`src/rtl/fac_pkg.sv`:
```
// Shared types and constants of the frustum box cull block.
package fac_pkg;

    localparam int unsigned WORD_W = 32;
    localparam int unsigned OPND_W = WORD_W + 1;
    localparam int unsigned PROD_W = 2 * OPND_W;
    localparam int unsigned ACC_W  = 72;
    localparam int unsigned PIDX_IN_W = 3;

    localparam logic [WORD_W-1:0] Q_MAX = 32'h7fff_ffff;
    localparam logic [WORD_W-1:0] Q_MIN = 32'h8000_0000;

    localparam logic OP_LOAD = 1'b0;
    localparam logic OP_TEST = 1'b1;

    typedef struct packed {
        logic                        op;
        logic [PIDX_IN_W-1:0]        plane_index;
        logic signed [WORD_W-1:0]    vec_a_x;
        logic signed [WORD_W-1:0]    vec_a_y;
        logic signed [WORD_W-1:0]    vec_a_z;
        logic signed [WORD_W-1:0]    vec_b_x;
        logic signed [WORD_W-1:0]    vec_b_y;
        logic signed [WORD_W-1:0]    vec_b_z;
        logic signed [WORD_W-1:0]    height_scale;
    } t_req;

    typedef struct packed {
        logic visible;
    } t_rsp;

    typedef enum logic [1:0] {
        MK_DOT = 2'd0,
        MK_CY  = 2'd1,
        MK_EY  = 2'd2
    } t_mac_kind;

    typedef struct packed {
        logic      valid;
        t_mac_kind kind;
        logic      plane_end;
    } t_mac_op;

    typedef struct packed {
        logic busy;
        logic visible;
    } t_mac_stat;

    typedef enum logic [3:0] {
        S_IDLE  = 4'b0001,
        S_SCALE = 4'b0010,
        S_DOT   = 4'b0100,
        S_WAIT  = 4'b1000
    } t_state;

endpackage

```
`src/rtl/fac_stream_if.sv`:
```
// Request and response stream interfaces of the frustum box cull block.
interface fac_req_if import fac_pkg::*; ();
    logic valid;
    logic ready;
    t_req payload;

    modport source(output valid, output payload, input ready);
    modport sink(input valid, input payload, output ready);
endinterface

interface fac_rsp_if import fac_pkg::*; ();
    logic valid;
    logic ready;
    t_rsp payload;

    modport source(output valid, output payload, input ready);
    modport sink(input valid, input payload, output ready);
endinterface

```
`src/rtl/frustum_aabb_cull_unit.sv`:
```
// Top level of the frustum box cull block: plane store and sequencer.
// A load request gives no response.
// A test request runs through the scale, dot and wait states before its response.
// A new request is accepted only once the sequencer is idle again, so one test
// must finish before the next is taken; all steps share the single 33x33 multiplier.
// Reset clears the plane valid bits, so unloaded planes read as zero.
module frustum_aabb_cull_unit import fac_pkg::*; #(
    parameter int unsigned NUM_PLANES = 6,
    parameter int unsigned FRAC_BITS  = 16
) (
    input  logic        i_clk,
    input  logic        i_rst_n,
    fac_req_if.sink     i_req,
    fac_rsp_if.source   o_rsp
);

    localparam int unsigned PIDX_W = (NUM_PLANES > 1) ? $clog2(NUM_PLANES) : 1;
    localparam logic [PIDX_W-1:0] LAST_PLANE = PIDX_W'(NUM_PLANES - 1);

    logic [WORD_W-1:0] r_nrm [NUM_PLANES][3];
    logic [WORD_W-1:0] r_org [NUM_PLANES][3];
    logic [NUM_PLANES-1:0] r_pvld;

    t_state            r_state, n_state;
    logic              r_sel;
    logic [PIDX_W-1:0] r_plane;
    logic [1:0]        r_comp;
    logic              r_half;

    logic [WORD_W-1:0] r_cx, r_cz, r_ex, r_ez, r_cy_raw, r_ey_raw, r_s;
    logic              r_out_valid;
    logic              r_out_vis;

    logic              w_accept;
    logic              w_load_ok;
    logic              w_start;
    logic              w_fire;
    t_mac_op           w_op;
    logic signed [OPND_W-1:0] w_a, w_b;
    logic [WORD_W-1:0] w_cy, w_ey;
    t_mac_stat         w_stat;
    logic [WORD_W-1:0] w_n, w_o, w_c, w_e;
    logic signed [OPND_W-1:0] w_nx, w_an;

    assign i_req.ready = (r_state == S_IDLE);
    assign w_accept    = i_req.valid && i_req.ready;
    assign w_load_ok   = ({1'b0, i_req.payload.plane_index} < (PIDX_IN_W + 1)'(NUM_PLANES));
    assign w_start     = w_accept && (i_req.payload.op == OP_TEST);
    assign w_fire      = (r_state == S_WAIT) && !w_stat.busy && (!r_out_valid || o_rsp.ready);

    always_ff @(posedge i_clk) begin
        if (w_accept && i_req.payload.op == OP_LOAD && w_load_ok) begin
            r_nrm[i_req.payload.plane_index[PIDX_W-1:0]][0] <= i_req.payload.vec_a_x;
            r_nrm[i_req.payload.plane_index[PIDX_W-1:0]][1] <= i_req.payload.vec_a_y;
            r_nrm[i_req.payload.plane_index[PIDX_W-1:0]][2] <= i_req.payload.vec_a_z;
            r_org[i_req.payload.plane_index[PIDX_W-1:0]][0] <= i_req.payload.vec_b_x;
            r_org[i_req.payload.plane_index[PIDX_W-1:0]][1] <= i_req.payload.vec_b_y;
            r_org[i_req.payload.plane_index[PIDX_W-1:0]][2] <= i_req.payload.vec_b_z;
        end
        if (w_start) begin
            r_cx     <= i_req.payload.vec_a_x;
            r_cy_raw <= i_req.payload.vec_a_y;
            r_cz     <= i_req.payload.vec_a_z;
            r_ex     <= i_req.payload.vec_b_x;
            r_ey_raw <= i_req.payload.vec_b_y;
            r_ez     <= i_req.payload.vec_b_z;
            r_s      <= i_req.payload.height_scale;
        end
        if (w_fire) begin
            r_out_vis <= w_stat.visible;
        end
    end

    always_comb begin
        n_state = r_state;
        case (r_state)
            S_IDLE:  if (w_start) n_state = S_SCALE;
            S_SCALE: if (r_sel) n_state = S_DOT;
            S_DOT: begin
                if (r_half && r_comp == 2'd2 && r_plane == LAST_PLANE) begin
                    n_state = S_WAIT;
                end
            end
            S_WAIT:  if (w_fire) n_state = S_IDLE;
            default: n_state = S_IDLE;
        endcase
    end

    always_ff @(posedge i_clk) begin
        if (!i_rst_n) begin
            r_state     <= S_IDLE;
            r_pvld      <= '0;
            r_sel       <= 1'b0;
            r_plane     <= '0;
            r_comp      <= '0;
            r_half      <= 1'b0;
            r_out_valid <= 1'b0;
        end else begin
            r_state <= n_state;
            if (w_accept && i_req.payload.op == OP_LOAD && w_load_ok) begin
                r_pvld[i_req.payload.plane_index[PIDX_W-1:0]] <= 1'b1;
            end
            if (w_start) begin
                r_sel   <= 1'b0;
                r_plane <= '0;
                r_comp  <= '0;
                r_half  <= 1'b0;
            end else if (r_state == S_SCALE) begin
                r_sel <= 1'b1;
            end else if (r_state == S_DOT) begin
                r_half <= !r_half;
                if (r_half) begin
                    if (r_comp == 2'd2) begin
                        r_comp  <= '0;
                        r_plane <= r_plane + PIDX_W'(1);
                    end else begin
                        r_comp <= r_comp + 2'd1;
                    end
                end
            end
            if (w_fire) begin
                r_out_valid <= 1'b1;
            end else if (o_rsp.ready) begin
                r_out_valid <= 1'b0;
            end
        end
    end

    always_comb begin
        w_n = r_pvld[r_plane] ? r_nrm[r_plane][r_comp] : '0;
        w_o = r_pvld[r_plane] ? r_org[r_plane][r_comp] : '0;
        case (r_comp)
            2'd0: begin
                w_c = r_cx;
                w_e = r_ex;
            end
            2'd1: begin
                w_c = w_cy;
                w_e = w_ey;
            end
            default: begin
                w_c = r_cz;
                w_e = r_ez;
            end
        endcase
        w_nx = {w_n[WORD_W-1], w_n};
        w_an = w_nx[OPND_W-1] ? -w_nx : w_nx;
    end

    always_comb begin
        w_op.valid     = 1'b0;
        w_op.kind      = MK_DOT;
        w_op.plane_end = 1'b0;
        w_a            = '0;
        w_b            = '0;
        case (r_state)
            S_SCALE: begin
                w_op.valid = 1'b1;
                w_op.kind  = r_sel ? MK_EY : MK_CY;
                w_a = r_sel ? {r_ey_raw[WORD_W-1], r_ey_raw} : {r_cy_raw[WORD_W-1], r_cy_raw};
                w_b = {r_s[WORD_W-1], r_s};
            end
            S_DOT: begin
                w_op.valid     = 1'b1;
                w_op.plane_end = r_half && (r_comp == 2'd2);
                if (r_half) begin
                    w_a = w_nx;
                    w_b = {w_c[WORD_W-1], w_c} - {w_o[WORD_W-1], w_o};
                end else begin
                    w_a = w_an;
                    w_b = {w_e[WORD_W-1], w_e};
                end
            end
            default: w_op.valid = 1'b0;
        endcase
    end

    fac_mac #(
        .FRAC_BITS(FRAC_BITS)
    ) u_mac (
        .i_clk   (i_clk),
        .i_rst_n (i_rst_n),
        .i_start (w_start),
        .i_op    (w_op),
        .i_a     (w_a),
        .i_b     (w_b),
        .o_cy    (w_cy),
        .o_ey    (w_ey),
        .o_stat  (w_stat)
    );

    assign o_rsp.valid           = r_out_valid;
    assign o_rsp.payload.visible = r_out_vis;

endmodule

```
`src/rtl/fac_mac.sv`:
```
// Shared multiplier with the scale, accumulate and plane compare stage.
module fac_mac import fac_pkg::*; #(
    parameter int unsigned FRAC_BITS = 16
) (
    input  logic                     i_clk,
    input  logic                     i_rst_n,
    input  logic                     i_start,
    input  t_mac_op                  i_op,
    input  logic signed [OPND_W-1:0] i_a,
    input  logic signed [OPND_W-1:0] i_b,
    output logic [WORD_W-1:0]        o_cy,
    output logic [WORD_W-1:0]        o_ey,
    output t_mac_stat                o_stat
);

    logic                     r_p_valid;
    t_mac_op                  r_tag;
    logic signed [PROD_W-1:0] r_prod;
    logic signed [ACC_W-1:0]  r_acc;
    logic                     r_vis;
    logic [WORD_W-1:0]        r_cy;
    logic [WORD_W-1:0]        r_ey;

    logic signed [PROD_W-1:0] w_prod;
    logic signed [PROD_W-1:0] w_shift;
    logic [WORD_W-1:0]        w_sat;
    logic signed [ACC_W-1:0]  w_sum;

    assign w_prod  = PROD_W'(i_a) * PROD_W'(i_b);
    assign w_shift = r_prod >>> FRAC_BITS;
    assign w_sum   = r_acc + ACC_W'(r_prod);

    always_comb begin
        if ((&w_shift[PROD_W-1:WORD_W-1]) || !(|w_shift[PROD_W-1:WORD_W-1])) begin
            w_sat = w_shift[WORD_W-1:0];
        end else if (w_shift[PROD_W-1]) begin
            w_sat = Q_MIN;
        end else begin
            w_sat = Q_MAX;
        end
    end

    always_ff @(posedge i_clk) begin
        r_prod <= w_prod;
        r_tag  <= i_op;
        if (!i_rst_n) begin
            r_p_valid <= 1'b0;
            r_acc     <= '0;
            r_vis     <= 1'b1;
        end else begin
            r_p_valid <= i_op.valid;
            if (i_start) begin
                r_acc <= '0;
                r_vis <= 1'b1;
            end else if (r_p_valid) begin
                case (r_tag.kind)
                    MK_CY: r_cy <= w_sat;
                    MK_EY: r_ey <= w_sat;
                    MK_DOT: begin
                        if (r_tag.plane_end) begin
                            r_acc <= '0;
                            if (w_sum[ACC_W-1]) begin
                                r_vis <= 1'b0;
                            end
                        end else begin
                            r_acc <= w_sum;
                        end
                    end
                    default: r_acc <= r_acc;
                endcase
            end
        end
    end

    assign o_cy           = r_cy;
    assign o_ey           = r_ey;
    assign o_stat.busy    = r_p_valid;
    assign o_stat.visible = r_vis;

`ifndef SYNTH
    a_prod_follows_op: assert property (@(posedge i_clk) disable iff (!i_rst_n)
        i_op.valid |=> r_p_valid)
        else $error("product stage did not capture an issued operation");
    a_acc_cleared_at_plane_end: assert property (@(posedge i_clk) disable iff (!i_rst_n)
        (r_p_valid && !i_start && r_tag.kind == MK_DOT && r_tag.plane_end) |=> (r_acc == '0))
        else $error("accumulator not cleared after the last term of a plane");
    a_start_sets_visible: assert property (@(posedge i_clk) disable iff (!i_rst_n)
        i_start |=> (o_stat.visible && r_acc == '0))
        else $error("test start did not initialize the accumulator and flag");
`endif

endmodule
```
`src/flat_wrapper.sv`:
```
// flat-port wrapper written by rule: the top's interface ports become plain ports
module frustum_aabb_cull_unit_flat import fac_pkg::*;
#(
    parameter int unsigned NUM_PLANES = 6,
    parameter int unsigned FRAC_BITS  = 16
)
  (i_clk, i_rst_n, i_req_valid, i_req_payload, i_req_ready, o_rsp_valid, o_rsp_payload, o_rsp_ready);
  fac_req_if i_req_i ();
  fac_rsp_if o_rsp_i ();
  input  logic i_clk;
  input  logic i_rst_n;
  input wire logic [$bits(i_req_i.valid)-1:0] i_req_valid;
  input wire logic [$bits(i_req_i.payload)-1:0] i_req_payload;
  output wire logic [$bits(i_req_i.ready)-1:0] i_req_ready;
  output wire logic [$bits(o_rsp_i.valid)-1:0] o_rsp_valid;
  output wire logic [$bits(o_rsp_i.payload)-1:0] o_rsp_payload;
  input wire logic [$bits(o_rsp_i.ready)-1:0] o_rsp_ready;
  assign i_req_i.valid = i_req_valid;
  assign i_req_i.payload = i_req_payload;
  assign i_req_ready = i_req_i.ready;
  assign o_rsp_valid = o_rsp_i.valid;
  assign o_rsp_payload = o_rsp_i.payload;
  assign o_rsp_i.ready = o_rsp_ready;
  frustum_aabb_cull_unit #(.NUM_PLANES(NUM_PLANES), .FRAC_BITS(FRAC_BITS)) u_core (.i_clk(i_clk), .i_rst_n(i_rst_n), .i_req(i_req_i), .o_rsp(o_rsp_i));
endmodule
```
`config.mk`:
```
export PLATFORM = sky130hd
export DESIGN_NAME = frustum_aabb_cull_unit_flat
export DESIGN_NICKNAME = d
export VERILOG_FILES = /design/src/rtl/fac_pkg.sv /design/src/rtl/fac_stream_if.sv /design/src/rtl/frustum_aabb_cull_unit.sv /design/src/rtl/fac_mac.sv /design/src/flat_wrapper.sv
export SDC_FILE = /design/constraint.sdc
export NUM_CORES = 2
export LEC_CHECK = 0
export ABC_AREA = 1
export BUFFER_PORTS_ARGS = -buffer_cell sky130_fd_sc_hd__buf_2
export CORE_UTILIZATION = 40
export CTS_BUF_LIST = sky130_fd_sc_hd__clkbuf_4 sky130_fd_sc_hd__clkbuf_8 sky130_fd_sc_hd__clkbuf_16
export CTS_CLUSTER_DIAMETER = 50
export DETAILED_ROUTE_END_ITERATION = 6
export PLACE_DENSITY = 0.67
export SYNTH_ARGS = -nofsm -noshare
export SYNTH_HDL_FRONTEND = slang
export SYNTH_SLANG_ARGS = --single-unit
```
`constraint.sdc`:
```
create_clock -name i_clk -period 13.6 [get_ports i_clk]
set_clock_uncertainty 0.15 [all_clocks]
set_input_delay 2.04 -clock i_clk [delete_from_list [all_inputs] [get_ports i_clk]]
set_output_delay 2.04 -clock i_clk [all_outputs]
set_load 0.005 [all_outputs]
```
Word level (Yosys, flattened, before mapping)

Memory sizes are Yosys's and may differ from the RTL's. A register that Yosys moved wholly into a read port is not among the register bits.
Index checks and enable logic that the tools add are counted.
W data, S select, Z words.

Reduce and logical (&&, ||, !) cells: 30
Multiply operators: 1
Add/sub/neg operators: 5
Bitwise operators: 6
Multiplexer cells: 39
$lt $le $gt $ge: 5
Eq/ne operators: 13

Operators by type and width:

| kind                 | count |
|---|---|
| $mux W32             | 8 |
| $mux W33             | 4 |
| $pmux W33 S2         | 2 |
| $bmux W32 S2         | 2 |
| $pmux W32 S2         | 2 |
| $add A72 B66 Y72     | 1 |
| $mux W72             | 1 |
| $mul A33 B33 Y66     | 1 |
| $neg A32 Y33         | 1 |
| $sub A32 B32 Y33     | 1 |
| $reduce_and A4 Y1    | 5 |
| $reduce_and A19 Y1   | 1 |
| $reduce_or A19 Y1    | 1 |
| $mux W4              | 4 |
| $pmux W4 S4          | 1 |
| $mux W3              | 4 |
| $logic_and A1 B1 Y1  | 9 |
| $lt A3 B4 Y1 const B | 2 |
| $mux W1              | 7 |
| $ne A2 B1 Y1 const B | 3 |
| $or A6 B6 Y6         | 1 |
| $eq A2 B1 Y1 const B | 2 |
| $eq A2 B2 Y1 const B | 2 |
| $eq A4 B1 Y1 const B | 1 |
| other kinds (22)     | 33 |

Word-level logic and storage cells: 124
Flip-flop bits (word level): 450
Output and inout port bits: 3
Input port bits: 232
Bits in writable memories: 1152
Memories kept: 2

Memory list:

| name         | words | bits a word | rd ports | clocked after memory_dff | write ports | line                         | source |
|---|---|---|---|---|---|---|---|
| u_core.r_nrm | 6     | 96          | 1        | 1                        | 1           | frustum_aabb_cull_unit.sv:20 | `logic [WORD_W-1:0] r_nrm [NUM_PLANES][3];` |
| u_core.r_org | 6     | 96          | 1        | 1                        | 1           | frustum_aabb_cull_unit.sv:21 | `logic [WORD_W-1:0] r_org [NUM_PLANES][3];` |

Longest topological paths before layout

Depth after elaboration: 10
Mapped depth: 59

Hierarchy

Synthesis repeated with hierarchy kept, for this count alone.

Cell total of the unflattened synthesis: 12163
Area total of the unflattened synthesis: 112147.6 um2

By module, submodules not included:

| module                 | instances | seq. area each (um2) | cells each | area each (um2) |
|---|---|---|---|---|
| frustum_aabb_cull_unit | 1         | 41770.1              | 5032       | 58295.9 |
| fac_mac                | 1         | 4784.6               | 7131       | 53851.6 |

Worst setup path before layout

OpenSTA, ideal clock, no wires.

Kind: input to register
From: input port i_req_valid
To: register u_core.u_mac.r_ey[0] (netlist: u_core.u_mac.o_ey[0]), enable pin
Stages: 8
Setup slack: -0.298 ns
Arrival: 13.342 ns
Buffers on the path: 1
Library setup time: 0.406 ns
Cell sequence: inv_1 nor2_1 inv_1 nor2_1 inv_1 nand2_1 clkbuf_1 nor4_1

Longest elaborated chain between the ends: 4

RTL lines:

| item                               | line                         | source |
|---|---|---|
| start: declaration                 | flat_wrapper.sv:12           | `input wire logic [$bits(i_req_i.valid)-1:0] i_req_valid;` |
| $logic_and A1 B1 Y1                | frustum_aabb_cull_unit.sv:46 | `assign w_accept = i_req.valid && i_req.ready;` |
| $logic_and A1 B1 Y1                | frustum_aabb_cull_unit.sv:48 | `assign w_start = w_accept && (i_req.payload.op == OP_TEST);` |
| named net u_core.u_mac.i_start     | fac_mac.sv:7                 | `input logic i_start,` |
| $not A1 Y1 (no source line)        | --                           |  |
| $reduce_and A4 Y1 (no source line) | --                           |  |
| end signal: assignment             | fac_mac.sv:58                | `MK_EY: r_ey <= w_sat;` |
| end: declaration                   | fac_mac.sv:22                | `logic [WORD_W-1:0] r_ey;` |

The timed path passes the listed nets, and every way through them passes these cells.
A chain may end at the register's enable or synchronous reset.

==> reports/summary.txt <==
busiest grt layer = met2
vias in the first global route = 79.5k
H-tree depth = 4
WHS Endpoint = u_core.o_rsp.payload
DR WL/cell = 24.1 µm
number of setup buffers added after CTS = 0
PwrDens = 91.0 nW/µm²
Final Hold Viols = 0
hold buffers post-CTS = 0
setup TNS = 0 ns
worst hold path stage count = 0
Row Count = 190
terminus of the critical flop-to-flop path = u_core.u_mac.r_prod[62]
Initial DRC Count = 9725
max-slew violation count = 7
register area = 46600 µm²
Num CTS Buffers = 174
dpl ws = 1.49 ns
worst endpoint required time = 14.20 ns
Overflow after GRT = 0
chip height = 521 µm
largest net degree at the start of global routing = 196
number of synthesis warnings = 0
largest fanout on the critical path = 158
worst path arrival time = 13.26 ns
worst setup slack after layout = 0.945 ns
area of the multi-input gates = 53100 µm²
CTS tree = yes
Worst setup EP type = register
# setup viols final = 0
Pleak = 49.2 nW
PortBufs = 234
post-synthesis cell count = 10.9k
sequential element share of the synthesized area = 0.432
drc violations = 19
outcome = finished, violations left
clk sink count = 1605
Clock Path Buffers = 3
ys async rst share = 0
post-DP HPWL = 257 mm
Reg clk slew, reported paths = 0.06 ns
DIE WIDTH = 521 µm
worst-margin pin slew = 1.50 ns
Final nets = 12.7k
maxcap violations = 0
number of enable flip-flop cells after synthesis = 1441
gr usage total = 0.260
vias = 80.8k
failing checks = design-rule violations, max-slew violations
CTS root buffer = clkbuf_16
most used cell, CP = fa_1
Synth Area per Inst = 9.92 µm²
Post-DRT Antenna Nets = 0
global-route wire length before repair = 525 mm
RSZ-0062 raised after global routing = no
Fillers = 25.1k
reg-to-reg slack, setup = 0.94 ns
Max stage delay on crit path = 0.87 ns
Total Routed Length = 354 mm
most used flip-flop cell after synthesis = edfxtp_1
hold slack final = 0.290 ns
FMAX = 79.0 MHz
starting density of the core = 0.402
met1 GRT Util = 0.363
Crit-path slowest cell = dfxtp_4
share of layout cells above drive strength 1 = 0.0758
Post-Syn Area = 108000 µm²
Die ar. = 272000 µm²
element type at the critical path start = register
Vias/cell = 5.50
GR Util met2 = 0.380
Reg2Reg Depth = 41
post-cts gate resize count = 0
post-layout min period = 12.66 ns
Skew-Pair Late Insertion Delay = 0.87 ns
Hold Startpoint = u_core.u_mac.r_vis
M3 GR Usage = 0.0727
flops & latches, synth = 1605
IO Count = 235
Peak VDD IR = 0.125 mV
core area = 268000 µm²
relative slew slack = -0.00308
kind of critical path = register to register
Hold Path Class = register to register
Final Wtd Congestion = 1.00
initial antenna violation count = 57
Initial DRT Pass Iterations = 7
period utilisation layout = 0.931
syn_nets = 12.6k
Layout area overhead = 10.3%
post-synth cell types = 64
through the flow:
stage                     cell area [µm²]  power (mW)   util  std cells
after floorplan                    108000        5.80      -      10900
after global placement             113000        6.08  0.422      14300
after detailed placement           113000        6.08  0.422      14300
after CTS                          119000        10.9  0.444      14700
after global routing               119000        11.1  0.444      14700
final                              119000        10.8  0.444      14700
layout by cell type (no fill, tap or decap), types with 13 or more instances in the layout:
| cell | instances |
|---|---|
| nand2_1 | 2068 |
| inv_1 | 1619 |
| edfxtp_1 | 1441 |
| nor2_1 | 1273 |
| fa_1 | 1148 |
| o21ai_0 | 764 |
| a21oi_1 | 561 |
| ha_1 | 322 |
| buf_2 | 234 |
| nand3_1 | 208 |
| clkbuf_16 | 175 |
| o22ai_1 | 173 |
| buf_4 | 167 |
| dfxtp_1 | 161 |
| o21ai_1 | 54 |
| xor2_1 | 49 |
| nand2_2 | 44 |
| nand4_1 | 41 |
| o221ai_1 | 40 |
| clkinv_1 | 36 |
| a31oi_1 | 36 |
| clkbuf_4 | 35 |
| a22oi_1 | 34 |
| xnor2_1 | 34 |
| nor3_1 | 33 |
| diode_2 | 31 |
| nor4_1 | 24 |
| o21bai_1 | 24 |
| o21a_1 | 21 |
| clkinv_2 | 18 |
| a21o_1 | 18 |
| nor2_4 | 17 |
| a21boi_0 | 17 |
| buf_12 | 14 |
| o211ai_1 | 13 |
| bufinv_16 | 13 |
worst max path at each step:
stage                start                      end  cells past startpoint
2_1_floorplan  i_req_valid       u_core.r_nrm[0][0]                      6
3_3_place_gp      register  u_core.u_mac.r_prod[62]                     39
3_5_place_dp      register  u_core.u_mac.r_prod[62]                     42
4_1_cts           register  u_core.u_mac.r_prod[62]                     42
5_1_grt           register  u_core.u_mac.r_prod[62]                     42
6_report          register  u_core.u_mac.r_prod[62]                     41
logic make-up (layout without fill, tap and decap cells):
kind of cell / after synthesis / count (layout) / share of synthesized area
buffers and inverters: 2121 / 2370 / 0.0789
adders and majority gates: 1470 / 1470 / 0.251
and+or+nand+nor: 3785 / 3785 / 0.140
other: 0 / 31 / 0
xor gates and xnor gates: 83 / 83 / 0.00674
DFF: 1605 / 1605 / 0.432
AOI/OAI and AO/OA: 1802 / 1802 / 0.0921
sequential cells by signal, summed over array words and instances (netlist names), 66 cells and up, named ones only:
signal	flops
u_core.u_mac.r_prod	66
u_core.r_nrm	576
u_core.u_mac.r_acc	72
u_core.r_org	576
power breakdown:
part	switching (mW)	leakage, nW	internal [mW]
logic	0.391	32.0	0.0984
registers	0.0346	14.4	5.47
clock network	2.09	2.90	2.75
total	2.51	49.2	8.32
synthesized netlist by cell type (37+ instances only):
library cell | n | share of area
nand3_1 | 208 | 0.0097
o22ai_1 | 173 | 0.010
nand2_2 | 43 | 0.0025
nand4_1 | 41 | 0.0024
a31oi_1 | 37 | 0.0021
xor2_1 | 49 | 0.0040
nand2_1 | 2069 | 0.072
buf_2 | 118 | 0.0055
o21ai_1 | 55 | 0.0026
edfxtp_1 | 1441 | 0.40
fa_1 | 1148 | 0.21
dfxtp_1 | 164 | 0.030
buf_4 | 41 | 0.0029
ha_1 | 322 | 0.037
inv_1 | 1621 | 0.056
o21ai_0 | 764 | 0.035
o221ai_1 | 49 | 0.0040
a21oi_1 | 562 | 0.026
clkbuf_1 | 269 | 0.0094
nor2_1 | 1284 | 0.045
critical path: cells and delay by family (launching register included):
kind | cells | cell delay (ns)
adder cells (fa/ha/maj) | 10 | 4.77
flip-flops | 1 | 0.87
XOR/XNOR | 1 | 0.18
AO/OA/AOI/OAI | 6 | 1.71
buffers and inverters | 8 | 1.32
AND/OR/NAND/NOR | 16 | 3.20
routing by layer:
layer | share of wire | vias to the layer above
met4 | 0.046 | 38
li1 | - | 35500
met2 | 0.43 | 4485
met5 | 0.00085 | -
met3 | 0.12 | 746
met1 | 0.41 | 40100
layout make-up:
class	instances	share of cell area
tap	3552	0.0374
clock buffer	213	0.0394
inverter	1636	0.0520
sequential	1605	0.391
timing repair buffer	415	0.0227
multi-input combinational	7140	0.446
antenna	31	0.000652
clock inverter	106	0.0103
Note: power is estimated with default switching activity, not from simulation.
